<file path="src/rtl/core/hrlp_pkg.sv">
`timescale 1ns / 1ps

package hrlp_pkg;

  // Size of the token buffer; a token counts at most one byte fewer than this, and further bytes overflow.
  localparam int TOKEN_BUFFER_BYTES = 16;
  localparam int IDX_W = $clog2(TOKEN_BUFFER_BYTES);
  // Only the first three bytes of a token ever take part in a comparison.
  localparam int PREFIX_BYTES = 3;

  localparam logic [7:0] CH_LF    = 8'h0A;
  localparam logic [7:0] CH_CR    = 8'h0D;
  localparam logic [7:0] CH_SPACE = 8'h20;
  localparam logic [7:0] CH_G     = 8'h47;
  localparam logic [7:0] CH_E     = 8'h45;
  localparam logic [7:0] CH_T     = 8'h54;
  localparam logic [7:0] CH_SLASH = 8'h2F;
  localparam logic [7:0] CH_V     = 8'h76;

  typedef enum logic [1:0] {
    PH_DONE    = 2'd0,
    PH_VERSION = 2'd1,
    PH_URI     = 2'd2,
    PH_METHOD  = 2'd3
  } phase_t;

  typedef enum logic [1:0] {
    ST_OK          = 2'd0,
    ST_BAD         = 2'd1,
    ST_NOT_FOUND   = 2'd2,
    ST_NOT_ALLOWED = 2'd3
  } status_t;

  typedef enum logic [1:0] {
    RT_NONE    = 2'd0,
    RT_ROOT    = 2'd1,
    RT_VERSION = 2'd2
  } route_t;

  typedef enum logic {
    KIND_BYTE  = 1'b0,
    KIND_CLOSE = 1'b1
  } kind_t;

  typedef struct packed {
    kind_t      kind;
    logic [7:0] byte_value;
  } item_t;

  typedef struct packed {
    logic    aborted;
    status_t status;
    route_t  route;
  } result_t;

endpackage

</file>
<file path="src/rtl/core/hrlp_in_stage.sv">
`timescale 1ns / 1ps

module hrlp_in_stage (
  input  logic           clk,
  input  logic           rst,
  input  logic           in_valid,
  output logic           in_ready,
  input  hrlp_pkg::item_t in_item,
  output logic           held_valid,
  output hrlp_pkg::item_t held_item,
  input  logic           advance
);
  import hrlp_pkg::*;

  // The held word moves on whenever the downstream side can take it.
  assign in_ready = !held_valid || advance;

  always_ff @(posedge clk) begin
    if (rst) begin
      held_valid <= 1'b0;
    end else if (in_ready) begin
      held_valid <= in_valid;
    end
  end

  always_ff @(posedge clk) begin
    if (in_ready && in_valid) begin
      held_item <= in_item;
    end
  end

endmodule

</file>
<file path="src/rtl/core/hrlp_parser.sv">
`timescale 1ns / 1ps

module hrlp_parser (
  input  logic              clk,
  input  logic              rst,
  input  logic              step,
  input  hrlp_pkg::item_t   item,
  output logic              res_valid,
  output hrlp_pkg::result_t res
);
  import hrlp_pkg::*;

  phase_t           phase, phase_next;
  logic             line_blank, line_blank_next;
  logic [IDX_W-1:0] write_index, write_index_next;
  logic [IDX_W-1:0] token_length, token_length_next;
  logic [7:0]       prefix [PREFIX_BYTES];
  logic [7:0]       prefix_next [PREFIX_BYTES];
  status_t          status_code, status_code_next;
  route_t           route_found, route_found_next;

  logic is_close, is_lf, is_cr, is_space, ends_request;
  logic tok_get, tok_root, tok_ver;

  assign is_close     = (item.kind == KIND_CLOSE);
  assign is_lf        = (item.byte_value == CH_LF);
  assign is_cr        = (item.byte_value == CH_CR);
  assign is_space     = (item.byte_value == CH_SPACE);
  assign ends_request = is_close || (is_lf && line_blank);

  assign tok_get  = (token_length == IDX_W'(3)) && (prefix[0] == CH_G)
                    && (prefix[1] == CH_E) && (prefix[2] == CH_T);
  assign tok_root = (token_length == IDX_W'(1)) && (prefix[0] == CH_SLASH);
  assign tok_ver  = (token_length == IDX_W'(2)) && (prefix[0] == CH_SLASH)
                    && (prefix[1] == CH_V);

  // Next-state logic for one byte or disconnect.
  always_comb begin
    phase_next        = phase;
    line_blank_next   = line_blank;
    write_index_next  = write_index;
    token_length_next = token_length;
    status_code_next  = status_code;
    route_found_next  = route_found;
    for (int i = 0; i < PREFIX_BYTES; i++) begin
      prefix_next[i] = prefix[i];
    end

    if (ends_request) begin
      phase_next       = PH_METHOD;
      line_blank_next  = 1'b1;
      write_index_next = '0;
      status_code_next = ST_OK;
      route_found_next = RT_NONE;
    end else if (!is_cr) begin
      line_blank_next = is_lf;
      if (phase != PH_DONE) begin
        if (is_space || is_lf) begin
          write_index_next = '0;
          unique case (phase)
            PH_METHOD: begin
              if (is_lf) begin
                status_code_next = ST_BAD;
                phase_next       = PH_DONE;
              end else if (tok_get) begin
                phase_next = PH_URI;
              end else begin
                status_code_next = ST_NOT_ALLOWED;
                phase_next       = PH_DONE;
              end
            end
            PH_URI: begin
              if (is_lf) begin
                status_code_next = ST_BAD;
                phase_next       = PH_DONE;
              end else if (tok_root) begin
                route_found_next = RT_ROOT;
                phase_next       = PH_VERSION;
              end else if (tok_ver) begin
                route_found_next = RT_VERSION;
                phase_next       = PH_VERSION;
              end else begin
                status_code_next = ST_NOT_FOUND;
                phase_next       = PH_DONE;
              end
            end
            PH_VERSION: begin
              if (!is_lf) begin
                status_code_next = ST_BAD;
              end
              phase_next = PH_DONE;
            end
            default: begin
              phase_next = phase;
            end
          endcase
        end else if (write_index != IDX_W'(TOKEN_BUFFER_BYTES - 1)) begin
          for (int i = 0; i < PREFIX_BYTES; i++) begin
            if (write_index == IDX_W'(i)) begin
              prefix_next[i] = item.byte_value;
            end
          end
          write_index_next  = write_index + 1'b1;
          token_length_next = write_index + 1'b1;
        end else if (phase == PH_METHOD) begin
          status_code_next = ST_NOT_ALLOWED;
        end else if (phase == PH_URI) begin
          status_code_next = ST_NOT_FOUND;
        end else begin
          status_code_next = ST_BAD;
        end
      end
    end
  end

  // Result for the current item.
  always_comb begin
    res_valid = ends_request;
    if (is_close) begin
      res.aborted = 1'b1;
      res.status  = ST_OK;
      res.route   = RT_NONE;
    end else begin
      res.aborted = 1'b0;
      res.status  = status_code;
      res.route   = (status_code == ST_OK) ? route_found : RT_NONE;
    end
  end

  always_ff @(posedge clk) begin
    if (rst) begin
      phase        <= PH_METHOD;
      line_blank   <= 1'b1;
      write_index  <= '0;
      token_length <= '0;
      status_code  <= ST_OK;
      route_found  <= RT_NONE;
    end else if (step) begin
      phase        <= phase_next;
      line_blank   <= line_blank_next;
      write_index  <= write_index_next;
      token_length <= token_length_next;
      status_code  <= status_code_next;
      route_found  <= route_found_next;
    end
  end

  always_ff @(posedge clk) begin
    if (step) begin
      for (int i = 0; i < PREFIX_BYTES; i++) begin
        prefix[i] <= prefix_next[i];
      end
    end
  end

endmodule

</file>
<file path="src/rtl/core/hrlp_out_stage.sv">
`timescale 1ns / 1ps

module hrlp_out_stage (
  input  logic              clk,
  input  logic              rst,
  input  logic              load,
  input  hrlp_pkg::result_t load_res,
  output logic              advance,
  output logic              out_valid,
  input  logic              out_ready,
  output hrlp_pkg::result_t out_res
);
  import hrlp_pkg::*;

  logic out_valid_next;

  // The register can take a new result once the current one is gone or leaves now.
  assign advance = !out_valid || out_ready;

  always_comb begin
    out_valid_next = out_valid;
    if (advance) begin
      out_valid_next = load;
    end
  end

  always_ff @(posedge clk) begin
    if (rst) begin
      out_valid <= 1'b0;
    end else begin
      out_valid <= out_valid_next;
    end
  end

  always_ff @(posedge clk) begin
    if (advance && load) begin
      out_res <= load_res;
    end
  end

endmodule

</file>
<file path="src/rtl/core/http_request_line_parser_core.sv">
`timescale 1ns / 1ps
// Each word passes through the input register; a result it produces is then loaded into the output register.
// Throughput: one word per cycle unless stalled as below; the parser state is updated once per word.
// Stalls only come from the master side holding tready low while a result is pending.
// Reset (rst, synchronous, active high) empties both stages and returns the parser to
// expecting a method; the kept token bytes are not cleared and are only compared once written.

module http_request_line_parser_core (
  input  logic       clk,
  input  logic       rst,
  input  logic       s_tvalid,
  output logic       s_tready,
  input  logic [7:0] s_tdata,   // [7:0] byte_value
  input  logic       s_tuser,   // [0] kind (1 = connection closed by peer)
  output logic       m_tvalid,
  input  logic       m_tready,
  output logic [7:0] m_tdata    // [1:0] route, [3:2] status, [4] aborted, [7:5] zero
);
  import hrlp_pkg::*;

  item_t   in_item;
  item_t   held_item;
  logic    held_valid;
  logic    advance;
  logic    step;
  logic    res_valid;
  result_t res;
  result_t out_res;

  assign in_item.kind       = kind_t'(s_tuser);
  assign in_item.byte_value = s_tdata;

  // The input register holds one word; it is consumed whenever the result
  // register can take whatever that word produces.
  hrlp_in_stage u_in (
    .clk        (clk),
    .rst        (rst),
    .in_valid   (s_tvalid),
    .in_ready   (s_tready),
    .in_item    (in_item),
    .held_valid (held_valid),
    .held_item  (held_item),
    .advance    (advance)
  );

  // A held word updates the parser state in the cycle it leaves the input register.
  assign step = held_valid && advance;

  hrlp_parser u_parse (
    .clk       (clk),
    .rst       (rst),
    .step      (step),
    .item      (held_item),
    .res_valid (res_valid),
    .res       (res)
  );

  hrlp_out_stage u_out (
    .clk       (clk),
    .rst       (rst),
    .load      (step && res_valid),
    .load_res  (res),
    .advance   (advance),
    .out_valid (m_tvalid),
    .out_ready (m_tready),
    .out_res   (out_res)
  );

  assign m_tdata = {3'b000, out_res.aborted, out_res.status, out_res.route};

endmodule

</file>
<file path="config.mk">
export PLATFORM = sky130hd
export DESIGN_NAME = http_request_line_parser_core
export DESIGN_NICKNAME = d
export VERILOG_FILES = /design/src/rtl/core/hrlp_pkg.sv /design/src/rtl/core/hrlp_in_stage.sv /design/src/rtl/core/hrlp_parser.sv /design/src/rtl/core/hrlp_out_stage.sv /design/src/rtl/core/http_request_line_parser_core.sv
export SDC_FILE = /design/constraint.sdc
export NUM_CORES = 1
export LEC_CHECK = 0
export BUFFER_PORTS_ARGS = -buffer_cell sky130_fd_sc_hd__buf_2
export CAP_MARGIN = 30
export CELL_PAD_IN_SITES_DETAIL_PLACEMENT = 2
export CELL_PAD_IN_SITES_GLOBAL_PLACEMENT = 2
export CORE_ASPECT_RATIO = 0.75
export CORE_MARGIN = 2
export CORE_UTILIZATION = 40
export DETAILED_ROUTE_END_ITERATION = 7
export PLACE_DENSITY = 0.82
export SYNTH_ARGS = -nofsm -noshare
export SYNTH_HDL_FRONTEND = slang
export SYNTH_SLANG_ARGS = --single-unit
</file>
<file path="constraint.sdc">
create_clock -name clk -period 3.5 [get_ports clk]
set_input_delay 0.7 -clock clk [delete_from_list [all_inputs] [get_ports clk]]
set_output_delay 0.7 -clock clk [all_outputs]
set_load 0.01 [all_outputs]
</file>
==> results of run 1 <==
metal layers:
metal  wire length [microns]  vias up  track usage (%)
li1                        -      795                -
met1                    3230      913            32.84
met2                    3502       57            35.70
met3                     295        8            3.842
met4                      97        0            5.636
met5                       0        -                0
cells by family (layout without fill, tap and decap cells):
family          count (synthesis)  in the layout  synth area share (%)
simple gates                   73             73                 18.42
flops                          55             55                 59.92
compound gates                 42             42                 12.75
buf+inv                        16             37                 3.188
fa+ha+maj                       8              8                 4.049
xor+xnor                        2              2                0.7086
mux                             2              2                0.8097
other cells                     1              3                0.1517
worst max path at each step:
stage / from / endpoint / slack (ns) / cells past startpoint
CTS: u_in.held_item[1] / u_parse.status_code[0] / 0.72 / 6
global placement: u_in.held_item[1] / u_parse.status_code[0] / 0.93 / 6
finish: u_in.held_item[3] / u_parse.status_code[0] / 0.72 / 6
detailed placement: u_in.held_item[1] / u_parse.status_code[0] / 0.77 / 6
floorplan: u_in.held_item[4] / u_parse.status_code[0] / 1.05 / 7
global route: u_in.held_item[1] / u_parse.status_code[0] / 0.59 / 6
tightest hold or removal path, cell delays in order, from the launching register on:
cell and delay (ns):
dfxtp_1 0.34, a32oi_1 0.06, nor2_1 0.07
placed cells by master, fill, tap and decap left out, types with 2 or more instances in the layout:
cell / n
nor4bb_1: 4
o21a_1: 2
nand4_1: 4
mux2i_1: 2
ha_1: 8
nand2_1: 9
nor4b_1: 2
and3_1: 3
o21ai_0: 4
nor3_1: 7
buf_2: 19
nor2b_1: 4
a21oi_1: 12
and2_1: 7
o211ai_1: 4
nand3b_1: 3
nand2b_1: 3
edfxtp_1: 38
nor3b_1: 3
conb_1: 3
clkbuf_8: 6
inv_6: 2
nor2_1: 11
nor4_1: 3
a211oi_1: 4
xnor2_1: 2
inv_1: 9
dfxtp_1: 17
where the power goes:
part	switching, uW	total [uW]	internal, uW	leakage [uW]
Sequential	22.8	736	713	0.000489
Clock	217	383	166	0.0000522
Combinational	55.3	86.7	31.4	0.000397
sequential cells by signal, indices dropped and copies added (netlist names):
register,cells
u_in.held_item,9
u_in.held_valid,1
u_out.out_res,5
u_out.out_valid,1
u_parse.line_blank,1
u_parse.phase,2
u_parse.prefix,24
u_parse.route_found,2
u_parse.status_code,2
u_parse.token_length,4
u_parse.write_index,4
final cells by class:
type / count / area, sq um
Inverter: 9 / 33.78
Tap cell: 78 / 97.59
Fill cell: 621 / 3151
Multi-Input combinational cell: 130 / 919.6
Clock inverter: 2 / 17.52
Sequential cell: 55 / 1481
Clock buffer: 6 / 82.58
Timing Repair Buffer: 20 / 102.6
synthesized netlist by cell type (4+ instances only):
cell	n
a211oi_1	4
a21oi_1	12
and2_1	7
dfxtp_1	17
edfxtp_1	38
ha_1	8
inv_1	9
nand2_1	9
nand4_1	4
nor2_1	11
nor2b_1	4
nor3_1	7
nor4bb_1	4
o211ai_1	4
o21ai_0	4
stage by stage:
stage               worst slack [ns]  power, uW  cell area, sq um
floorplan                      1.049      799.1              2480
global placement              0.9264      824.6              2635
detailed placement            0.7669      836.2              2635
CTS                           0.7235       1213              2735
global route                  0.5864       1255              2735
finish                        0.7210       1206              2735
==> results.md, run 1 <==
* RSZ-0062 raised after global routing: no
* Post-route ant nets at 0
* Count of pins over their slew limit at 0
* Post_cts resized at 0
* Slew @ Worst Pin at around 0.66 ns
* Final hold slack at between 0.5 and 0.6 ns
* Final core utilization at between 40% and 50%
* GRT Util Overall at 22.64%
* Clock Skews at 0.006128 ns
* Slew headroom at 55.69%
* Via Count at around 1800
* Rows at 24
* WP buf/inv at 0
* Ys Warns at 0
* Worst hold stages at 2
* Core area at a little under 6000 sq um
* Clk_lat worst skew at slightly above 0.3 ns
* Port buffer count at 19
* Syn Inst Count at 199
* Initial antenna violation count at 0
* EDFF count, synth at 38
* Status: finished clean
* Final min period at about 2.8 ns
* Post-CTS Setup Bufs at 0
* Async S/R FF share, synth at 0%
* Die X-Extent at 94.78 microns
* CTS buffer count at 5
* Ratio of cells with drive above 1 in the final layout at 16.67%
* Synth Cell Area at around 2500 sq um
* First-pass GRT wire length at 11060 microns
* # Max-Cap Violations at 0
* Hold Path Sink: u_parse.route_found[0]
* Total grt overflow at 0
* Number of global-route vias before repair at 1813
* Die ar. at slightly below 7000 sq um
* Yosys top cell area share at 46.15%
* Largest net degree at the start of global routing at 19
* Syn-to-layout area delta at 10.63%
* # setup viols final at 0
* LEAKAGE at between 0.0009 and 0.001 uW
* FF-to-FF path depth at 6
* Vias/cell at roughly 6
* P per Cell Area at ~440 nW/um^2
* Largest area contributor in the synthesized netlist: edfxtp_1
* Register bit total from synthesis at 55
* Reg2reg end: u_parse.status_code[0]
* Diode count at 0
* Clk buf depth at 2
* Number of I/O pins at 23
* Synth area leaders: edfxtp_1, dfxtp_1, ha_1, a21oi_1, and2_1
* Setup slack, reg-to-reg at 0.72 ns
* Cts hold-fix bufs at 0
* Clock sinks at 55
* Remaining DRCs at 0
* Final nets at 242
* Worst vdd ir at around 0.21 mV
* Final hold viol count at 0
* Sequential share of the synthesized area at roughly 60%
* Worst-path clk slew at 0.10 ns
* Avg Inst Size Synth at 12.42 sq um
* Placed Cells at between 200 and 300
* Root buffer cell: clkbuf_8
* Max incr delay on CP at 0.64 ns
* CP Class: reg2reg
* Total iterations of the first detailed-routing run at 5
* CTS tree: yes
* Final TNS setup at 0 ns
* Crit path launch type: flop
* CP max FO at 8
* Die boundary height at between 70 and 80 microns
* CP top delay family: compound AO/OA/AOI/OAI gates
* Initial drt markers at about 140
* Required time worst endpoint at 3.74 ns
* Hold_sp: u_parse.route_found[0]
* H-tree depth at 2
* CP arrival at 3.02 ns
* Top_reg_cell synth: edfxtp_1
* GP Congestion at 0.7603
* Drt total wl at slightly above 7000 microns
* CP cell instances: or3b_4, a2111oi_4, o31ai_2, a211o_1, or4_1, a21oi_1
* Nature of the critical path endpoint: flop
* Synth cell types at 55
* Fmax at roughly 360 MHz
* Post-Layout Cell Count at 300
* Routed len/inst at 23.75 microns
* Hold Path Class: reg2reg
* Reg2reg start: u_in.held_item[3]
* Slowest CP cell: a2111oi_4
* Final period util at 79.40%
* Initial Util at 42.01%
* Hpwl dp at 5524 microns
Power figures use the tool's default switching activity.
==> run 2: changes to the inputs <==
ABC_AREA = 1   (was not set)
CORE_UTILIZATION = 37   (was 40)
PLACE_DENSITY = 0.83   (was 0.82)
clock period = 2.6 ns   (was 3.5 ns; I/O delays follow)
==> run 2 against run 1 <==
  * Sequential power up 34%
  * Clock skew grew 0.0021 ns
  * Clock power increased by 33%
  * Die area rose by 11%
  * Utilization fell by 4.4 points
  * Non-clock buffer count rose by 1
  * Synthesized area increased by 3.0%
  * Setup slack worse by 0.31 ns
==> results.md, run 2 <==
* Status: finished clean
* Fmax at 457.1 MHz (+27%)
* First-pass GRT wire length at 11910 microns (+7.7%)
* Largest regs: u_parse.prefix (24), u_in.held_item (9), u_out.out_res (5)
* GP Congestion at 0.7973 (+4.9%)
* Clk buf depth at 2 (unchanged)
* Multi-input logic area at 877.1 sq um (-4.6%)
* GRT Util Overall at 21.54% (-1.1 points)
* Drt total wl at 7586 microns (+6.5%)
* Post-CTS Setup Bufs at 0 (unchanged)
* Sequential share of the synthesized area at 58.18% (-1.7 points)
* # Max-Cap Violations at 0 (unchanged)
* Largest area contributor in the synthesized netlist: edfxtp_1
* Number of fillers in the final layout at 765 (+23%)
* Final min period at 2.188 ns (-0.5911 ns)
* Biggest register: u_parse.prefix
* Reg2reg start: u_in.held_item[7]
* Hold Path Class: in2reg
* Synth cell types at 26 (-53%)
* Final hold viol count at 0 (unchanged)
* Register Area at 1481 sq um (unchanged)
* Worst-path clk slew at 0.10 ns (about the same)
* Synth Cell Area at 2546 sq um (+3.0%)
* P per Cell Area at 570.3 nW/um^2 (+29%)
* Clk_lat worst skew at 0.32 ns (about the same)
* Post-route ant nets at 0 (unchanged)
* Crit path launch type: flop
* Die X-Extent at 99.79 microns (+5.3%)
* Initial Util at 37.81% (-4.2 points)
* Vias/cell at 5.057 (-14%)
* Max FFs per register at 24 (unchanged)
* EDFF count, synth at 38 (unchanged)
* Diode count at 0 (unchanged)
* CP arrival at 2.17 ns (-0.85 ns)
* Hold_sp: s_tdata[1]
* Yosys top cell area share at 44.82% (-1.3 points)
* Hpwl dp at 5917 microns (+7.1%)
* LEAKAGE at 0.001239 uW (+32%)
* Most frequent cells in the layout: nand2_1, inv_1, edfxtp_1
* Final period util at 84.15% (+4.7 points)
* Core area at 6734 sq um (+14%)
* Most frequent cells after synthesis: nand2_1, inv_1, edfxtp_1
* CP Class: reg2reg
* Initial drt markers at 84 (-39%)
* FF-to-FF path depth at 7 (+1)
* Register bit total from synthesis at 55 (unchanged)
* Routed len/inst at 19.81 microns (-17%)
* Cts hold-fix bufs at 0 (unchanged)
* Die boundary height at 75.84 microns (+5.2%)
* Final hold slack at 0.3684 ns (-0.1330 ns)
* Commonest non-fill, non-tap cell in the layout: nand2_1
* H-tree depth at 2 (unchanged)
* Port buffer count at 19 (unchanged)
* Number of global-route vias before repair at 2199 (+21%)
* CP max FO at 8 (unchanged)
* Count of pins over their slew limit at 0 (unchanged)
* # setup viols final at 0 (unchanged)
* Largest net degree at the start of global routing at 19 (unchanged)
* CTS buffer count at 5 (unchanged)
* Number of I/O pins at 23 (unchanged)
* Via Count at 1937 (+9.2%)
* Nature of the critical path endpoint: flop
* Initial antenna violation count at 0 (unchanged)
* Avg Inst Size Synth at 9.361 sq um (-25%)
* Slew @ Worst Pin at 0.5327 ns (-0.1284 ns)
* Final TNS setup at 0 ns (unchanged)
* CTS tree: yes
* Total iterations of the first detailed-routing run at 4 (-1)
* Synth area leaders: edfxtp_1, dfxtp_1, nand2_1, inv_1, nor2_1
* Post_cts resized at 0 (unchanged)
* RSZ-0062 raised after global routing: no
* Final nets at 319 (+32%)
* Die ar. at 7568 sq um (+11%)
* Worst hold stages at 1 (-1)
* Setup slack, reg-to-reg at 0.41 ns (-0.31 ns)
* Required time worst endpoint at 2.58 ns (-1.16 ns)
* Clock Skews at 0.008231 ns (+0.002103 ns)
* Worst vdd ir at 0.2998 mV (+42%)
* Reg2reg end: u_parse.prefix[0][18]
* Hold Path Sink: u_in.held_item[1]
* Top_reg_cell synth: edfxtp_1
* Remaining DRCs at 0 (unchanged)
* Root buffer cell: clkbuf_8
* Clock sinks at 55 (unchanged)
* Ys Warns at 0 (unchanged)
* Rows at 26 (+8.3%)
* Syn-to-layout area delta at 11.35%
* Syn Inst Count at 272 (+37%)
* Slew headroom at 64.36% (+8.7 points)
* Async S/R FF share, synth at 0% (unchanged)
* Total grt overflow at 0 (unchanged)
* Ratio of cells with drive above 1 in the final layout at 13.71% (-3.0 points)
* Count leader, synth: nand2_1
## run 2: cell types whose count changed in the layout (fill, tap and decap cells not counted), sizes merged, moves of 3 or more
cell / before / now
nor2b: 4 / 0
nor3b: 3 / 0
nand2: 9 / 73
nor2: 11 / 33
nor4: 3 / 0
and3: 3 / 0
nand2b: 3 / 0
nand3b: 3 / 0
inv: 11 / 46
a21oi: 12 / 15
nor4bb: 5 / 0
nand3: 1 / 17
and2: 7 / 0
a211oi: 4 / 0
## run 2: final cells by class
cell class	instances	share of cell area, %
tap	84	3.707
sequential	55	52.25
clock buffer	5	2.427
inverter	45	5.958
clock inverter	3	0.8385
timing repair buffer	21	3.884
multi-input combinational	170	30.94
## run 2: layer usage
metal	up-vias	track usage (%)	part of all wire, %
li1	918	-	-
met1	980	26.56	45
met2	30	40.09	52
met3	9	3.394	2.6
met4	0	5.936	1.2
met5	-	0	0
## run 2: where the power goes
group	switching [uW]	leakage (uW)	total, uW	internal (uW)
sequential	27.2	0.000492	987	960
combinational	84.3	0.000700	122	37.7
clock	312	0.0000477	508	196
total	423	0.00124	1620	1190
## run 2: how the worst max path moves through the flow
| stage | end | slack, ns | from | cells past startpoint |
|---|---|---|---|---|
| 5_1_grt | u_parse.prefix[0][18] | 0.27 | u_in.held_item[7] | 7 |
| 4_1_cts | u_parse.prefix[0][18] | 0.39 | u_in.held_item[7] | 7 |
| 3_5_place_dp | u_parse.prefix[0][23] | 0.44 | u_in.held_item[7] | 7 |
| 3_3_place_gp | u_parse.prefix[0][20] | 0.68 | u_in.held_item[6] | 7 |
| 2_1_floorplan | u_parse.prefix[0][0] | 0.80 | u_in.held_item[3] | 7 |
| 6_report | u_parse.prefix[0][18] | 0.41 | u_in.held_item[7] | 7 |
## run 2: worst max-delay path, stage by stage (launching register included)
cell,delay (ns)
edfxtp_1,0.47
inv_1,0.08
nand2_1,0.15
nor3_1,0.08
nand2_1,0.14
nand3_1,0.16
nor3_1,0.31
and3b_1,0.47
## run 2: cell families (layout without fill, tap and decap cells)
kind of cell	after synthesis	count (layout)	share of synthesized area (%)
DFF	55	55	58.18
other	1	3	0.1473
buffers and inverters	49	74	7.666
and+or+nand+nor	134	134	23.78
AOI/OAI and AO/OA	23	23	5.602
adders and majority gates	8	8	3.931
xor gates and xnor gates	2	2	0.6881
## run 2: per-stage QoR
| stage | worst slack (ns) | util (%) | cell area, sq um | instances | total power, uW |
|---|---|---|---|---|---|
| 2_1_floorplan | 0.7956 | - | 2554 | 274 | 1075 |
| 3_3_place_gp | 0.6816 | 40.73 | 2743 | 375 | 1112 |
| 3_5_place_dp | 0.4450 | 40.73 | 2743 | 375 | 1127 |
| 4_1_cts | 0.3883 | 42.10 | 2835 | 383 | 1626 |
| 5_1_grt | 0.2703 | 42.10 | 2835 | 383 | 1668 |
| 6_report | 0.4121 | 42.10 | 2835 | 383 | 1617 |
==> run 3: changes to the inputs <==
ABC_AREA = 0   (was 1)
CORE_UTILIZATION = 40   (was 37)
PLACE_DENSITY = 0.82   (was 0.83)
clock period = 2.22 ns   (was 2.6 ns; I/O delays follow)
==> run 3 against run 2 <==
  * The flow now finishes with violations (negative setup slack)
  * Utilization grew 11 points
  * Largest power group unchanged
  * Die area is 9.7% lower
  * Design area rose by 9.8%
  * Clock skew up 0.0056 ns
  * Clock-buffer cell count rose by 3
  * Sequential power grew 17%
  * Total power rose by 25%
  * Global-route usage is 4.2 points higher
  * Register-to-register slack got worse by 0.72 ns
  * Sequential share of layout area shrank 4.6 points
==> results.md, run 3 (synthesis results as in run 1) <==
* Max incr delay on CP at 0.43 ns (-0.04 ns)
* Combinational share of power at 11.4% (+3.9 points)
* Share of power burned in the clock network at 31.6% (+0.2 points)
* CP cell instances: buf_4, buf_4, nor2b_4, a41o_2, o21ai_4, buf_12, nor3_4, buf_4, nor2_1, a211oi_1
* Total iterations of the first detailed-routing run at 4 (unchanged)
* Ratio of cells with drive above 1 in the final layout at 32.94% (+19 points)
* Root buffer cell: clkbuf_8
* Required time worst endpoint at 2.42 ns (-0.16 ns)
* Nature of the critical path endpoint: flop
* Worst vdd ir at 0.3408 mV (+14%)
* GRT Util Overall at 25.73% (+4.2 points)
* Slowest CP cell: edfxtp_1
* Switch Pwr at 518.2 uW (+22%)
* Count of pins over their slew limit at 0 (unchanged)
* Core area at 5886 sq um (-13%)
* P per Cell Area at 649.2 nW/um^2 (+14%)
* # setup viols final at 8 (+8)
* Post-Layout Cell Count at 333 (-13%)
* Number of I/O pins at 23 (unchanged)
* CTS tree: yes
* WP buf/inv at 4 (+3)
* Clk buf depth at 2 (unchanged)
* Final min period at 2.528 ns (+0.3398 ns)
* Initial drt markers at 159 (+89%)
* Total grt overflow at 0 (unchanged)
* Cell area after placement at 2845 sq um (+3.7%)
* GP Congestion at 0.8099 (+1.6%)
* First-pass GRT wire length at 12580 microns (+5.6%)
* CTS buffer count at 5 (unchanged)
* Slew @ Worst Pin at 0.5965 ns (+0.06383 ns)
* Failing checks: negative setup slack
* Post-route ant nets at 0 (unchanged)
* Syn-to-layout area delta at 25.86%
* Clk_lat worst skew at 0.33 ns (about the same)
* Number of global-route vias before repair at 2097 (-4.6%)
* Drt total wl at 9523 microns (+26%)
* CP top delay family: compound AO/OA/AOI/OAI gates
* Sequential share of power at 57.0% (-4.1 points)
* Max FFs per register at 24 (unchanged)
* Final period util at 113.9% (+30 points)
* LEAKAGE at 0.001156 uW (-6.7%)
* Final hold viol count at 0 (unchanged)
* Slack of the critical path at -0.3077 ns (-0.7198 ns)
* Most Frequent Cell on Critical Path: buf_4
* Hold Path Class: in2reg
* RSZ-0062 raised after global routing: yes
* Internal Power at 1502 uW (+26%)
* Initial Util at 42.01% (+4.2 points)
* H-tree depth at 2 (unchanged)
* Tot Pwr at 2020 uW (+25%)
* Placed Cells at 320 (-15%)
* Die X-Extent at 94.78 microns (-5.0%)
* Diode count at 0 (unchanged)
* Commonest non-fill, non-tap cell in the layout: edfxtp_1
* Hpwl dp at 6067 microns (+2.5%)
* Worst-path clk slew at 0.11 ns (about the same)
* Largest net degree at the start of global routing at 17 (-2)
* Initial antenna violation count at 0 (unchanged)
* Clock sinks at 55 (unchanged)
* Fmax at 395.6 MHz (-13%)
* Final instance area at 3112 sq um (+9.8%)
* Port buffer count at 19 (unchanged)
* # Max-Cap Violations at 0 (unchanged)
* Final TNS setup at -1.009 ns (-1.009 ns)
* Remaining DRCs at 0 (unchanged)
* Die ar. at 6832 sq um (-9.7%)
* Biggest register: u_parse.prefix
* Vias/cell at 5.988 (+18%)
* Most frequent cells in the layout: edfxtp_1, buf_4, buf_2
* Slew headroom at 59.87% (-4.5 points)
* Crit path launch type: flop
* Routed len/inst at 28.60 microns (+44%)
* Rows at 24 (-7.7%)
* CP arrival at 2.72 ns (+0.55 ns)
* Via Count at 1994 (+2.9%)
* CP max FO at 5 (-3)
* CP Class: reg2reg
* Die boundary height at 72.09 microns (-5.0%)
* Status: finished with violations
* Largest regs: u_parse.prefix (24), u_in.held_item (9), u_out.out_res (5)
* Cts hold-fix bufs at 0 (unchanged)
* Clock Skews at 0.01381 ns (+0.005577 ns)
* Sw Share at 25.65% (-0.51 points)
* Final nets at 275 (-14%)
## run 3: changes by cell type in the layout (fill, tap and decap cells not counted), sizes merged, moves of 4 or more
cell	previous run	this run
nand3	17	1
nand2	73	9
buf	21	52
inv	46	9
a211oi	0	4
nor4bb	0	5
nor2b	0	4
nor2	33	11
and2	0	7
## run 3: area by class of cell
| cell class | instances | area [sq um] |
|---|---|---|
| timing repair buffer | 52 | 359.1 |
| fill | 588 | 2774 |
| inverter | 9 | 33.78 |
| sequential | 55 | 1481 |
| multi-input combinational | 131 | 1040 |
| tap | 78 | 97.59 |
| clock buffer | 8 | 100.1 |
## run 3: per-stage QoR
step / util, % / setup slack, ns / hold WS [ns]
floorplan: - / -0.1117 / 0.4455
global placement: 48.34 / -0.05822 / 0.4802
detailed placement: 48.34 / -0.1985 / 0.4906
CTS: 50.64 / -0.1512 / 0.3022
global route: 52.87 / -0.3709 / 0.2696
finish: 52.87 / -0.3077 / 0.2880
## run 3: repair_timing
action	4_1_cts	5_1_grt
buffers inserted	1	3
resized for setup	8	18
endpoints found under the setup margin	35	43
pin swaps	2	6
gates cloned	0	1
## run 3: layer usage
metal	wire length, microns	global-route usage (%)
met2	4810	42.16
met1	3707	34.26
met5	0	0
met4	397	11.11
met3	609	3.946
## run 3: power by group through the flow
| stage | clock (uW) | sequential, uW | combinational, uW |
|---|---|---|---|
| floorplan | 0 | 1170 | 91.6 |
| CTS | 618 | 1150 | 193 |
| detailed placement | 0 | 1170 | 183 |
| global route | 678 | 1150 | 244 |
| global placement | 0 | 1170 | 166 |
| finish | 639 | 1150 | 230 |
## run 3: worst paths after layout
path	from	endpoint	slack, ns	depth (start not counted)
worst min-delay path	s_tuser	u_in.held_item[8]	0.29	1
worst max-delay path	u_in.held_item[5]	u_parse.token_length[2]	-0.31	10
worst max register to register	u_in.held_item[5]	u_parse.token_length[2]	-0.31	10
worst min register to register	u_parse.token_length[3]	u_parse.token_length[3]	0.53	2
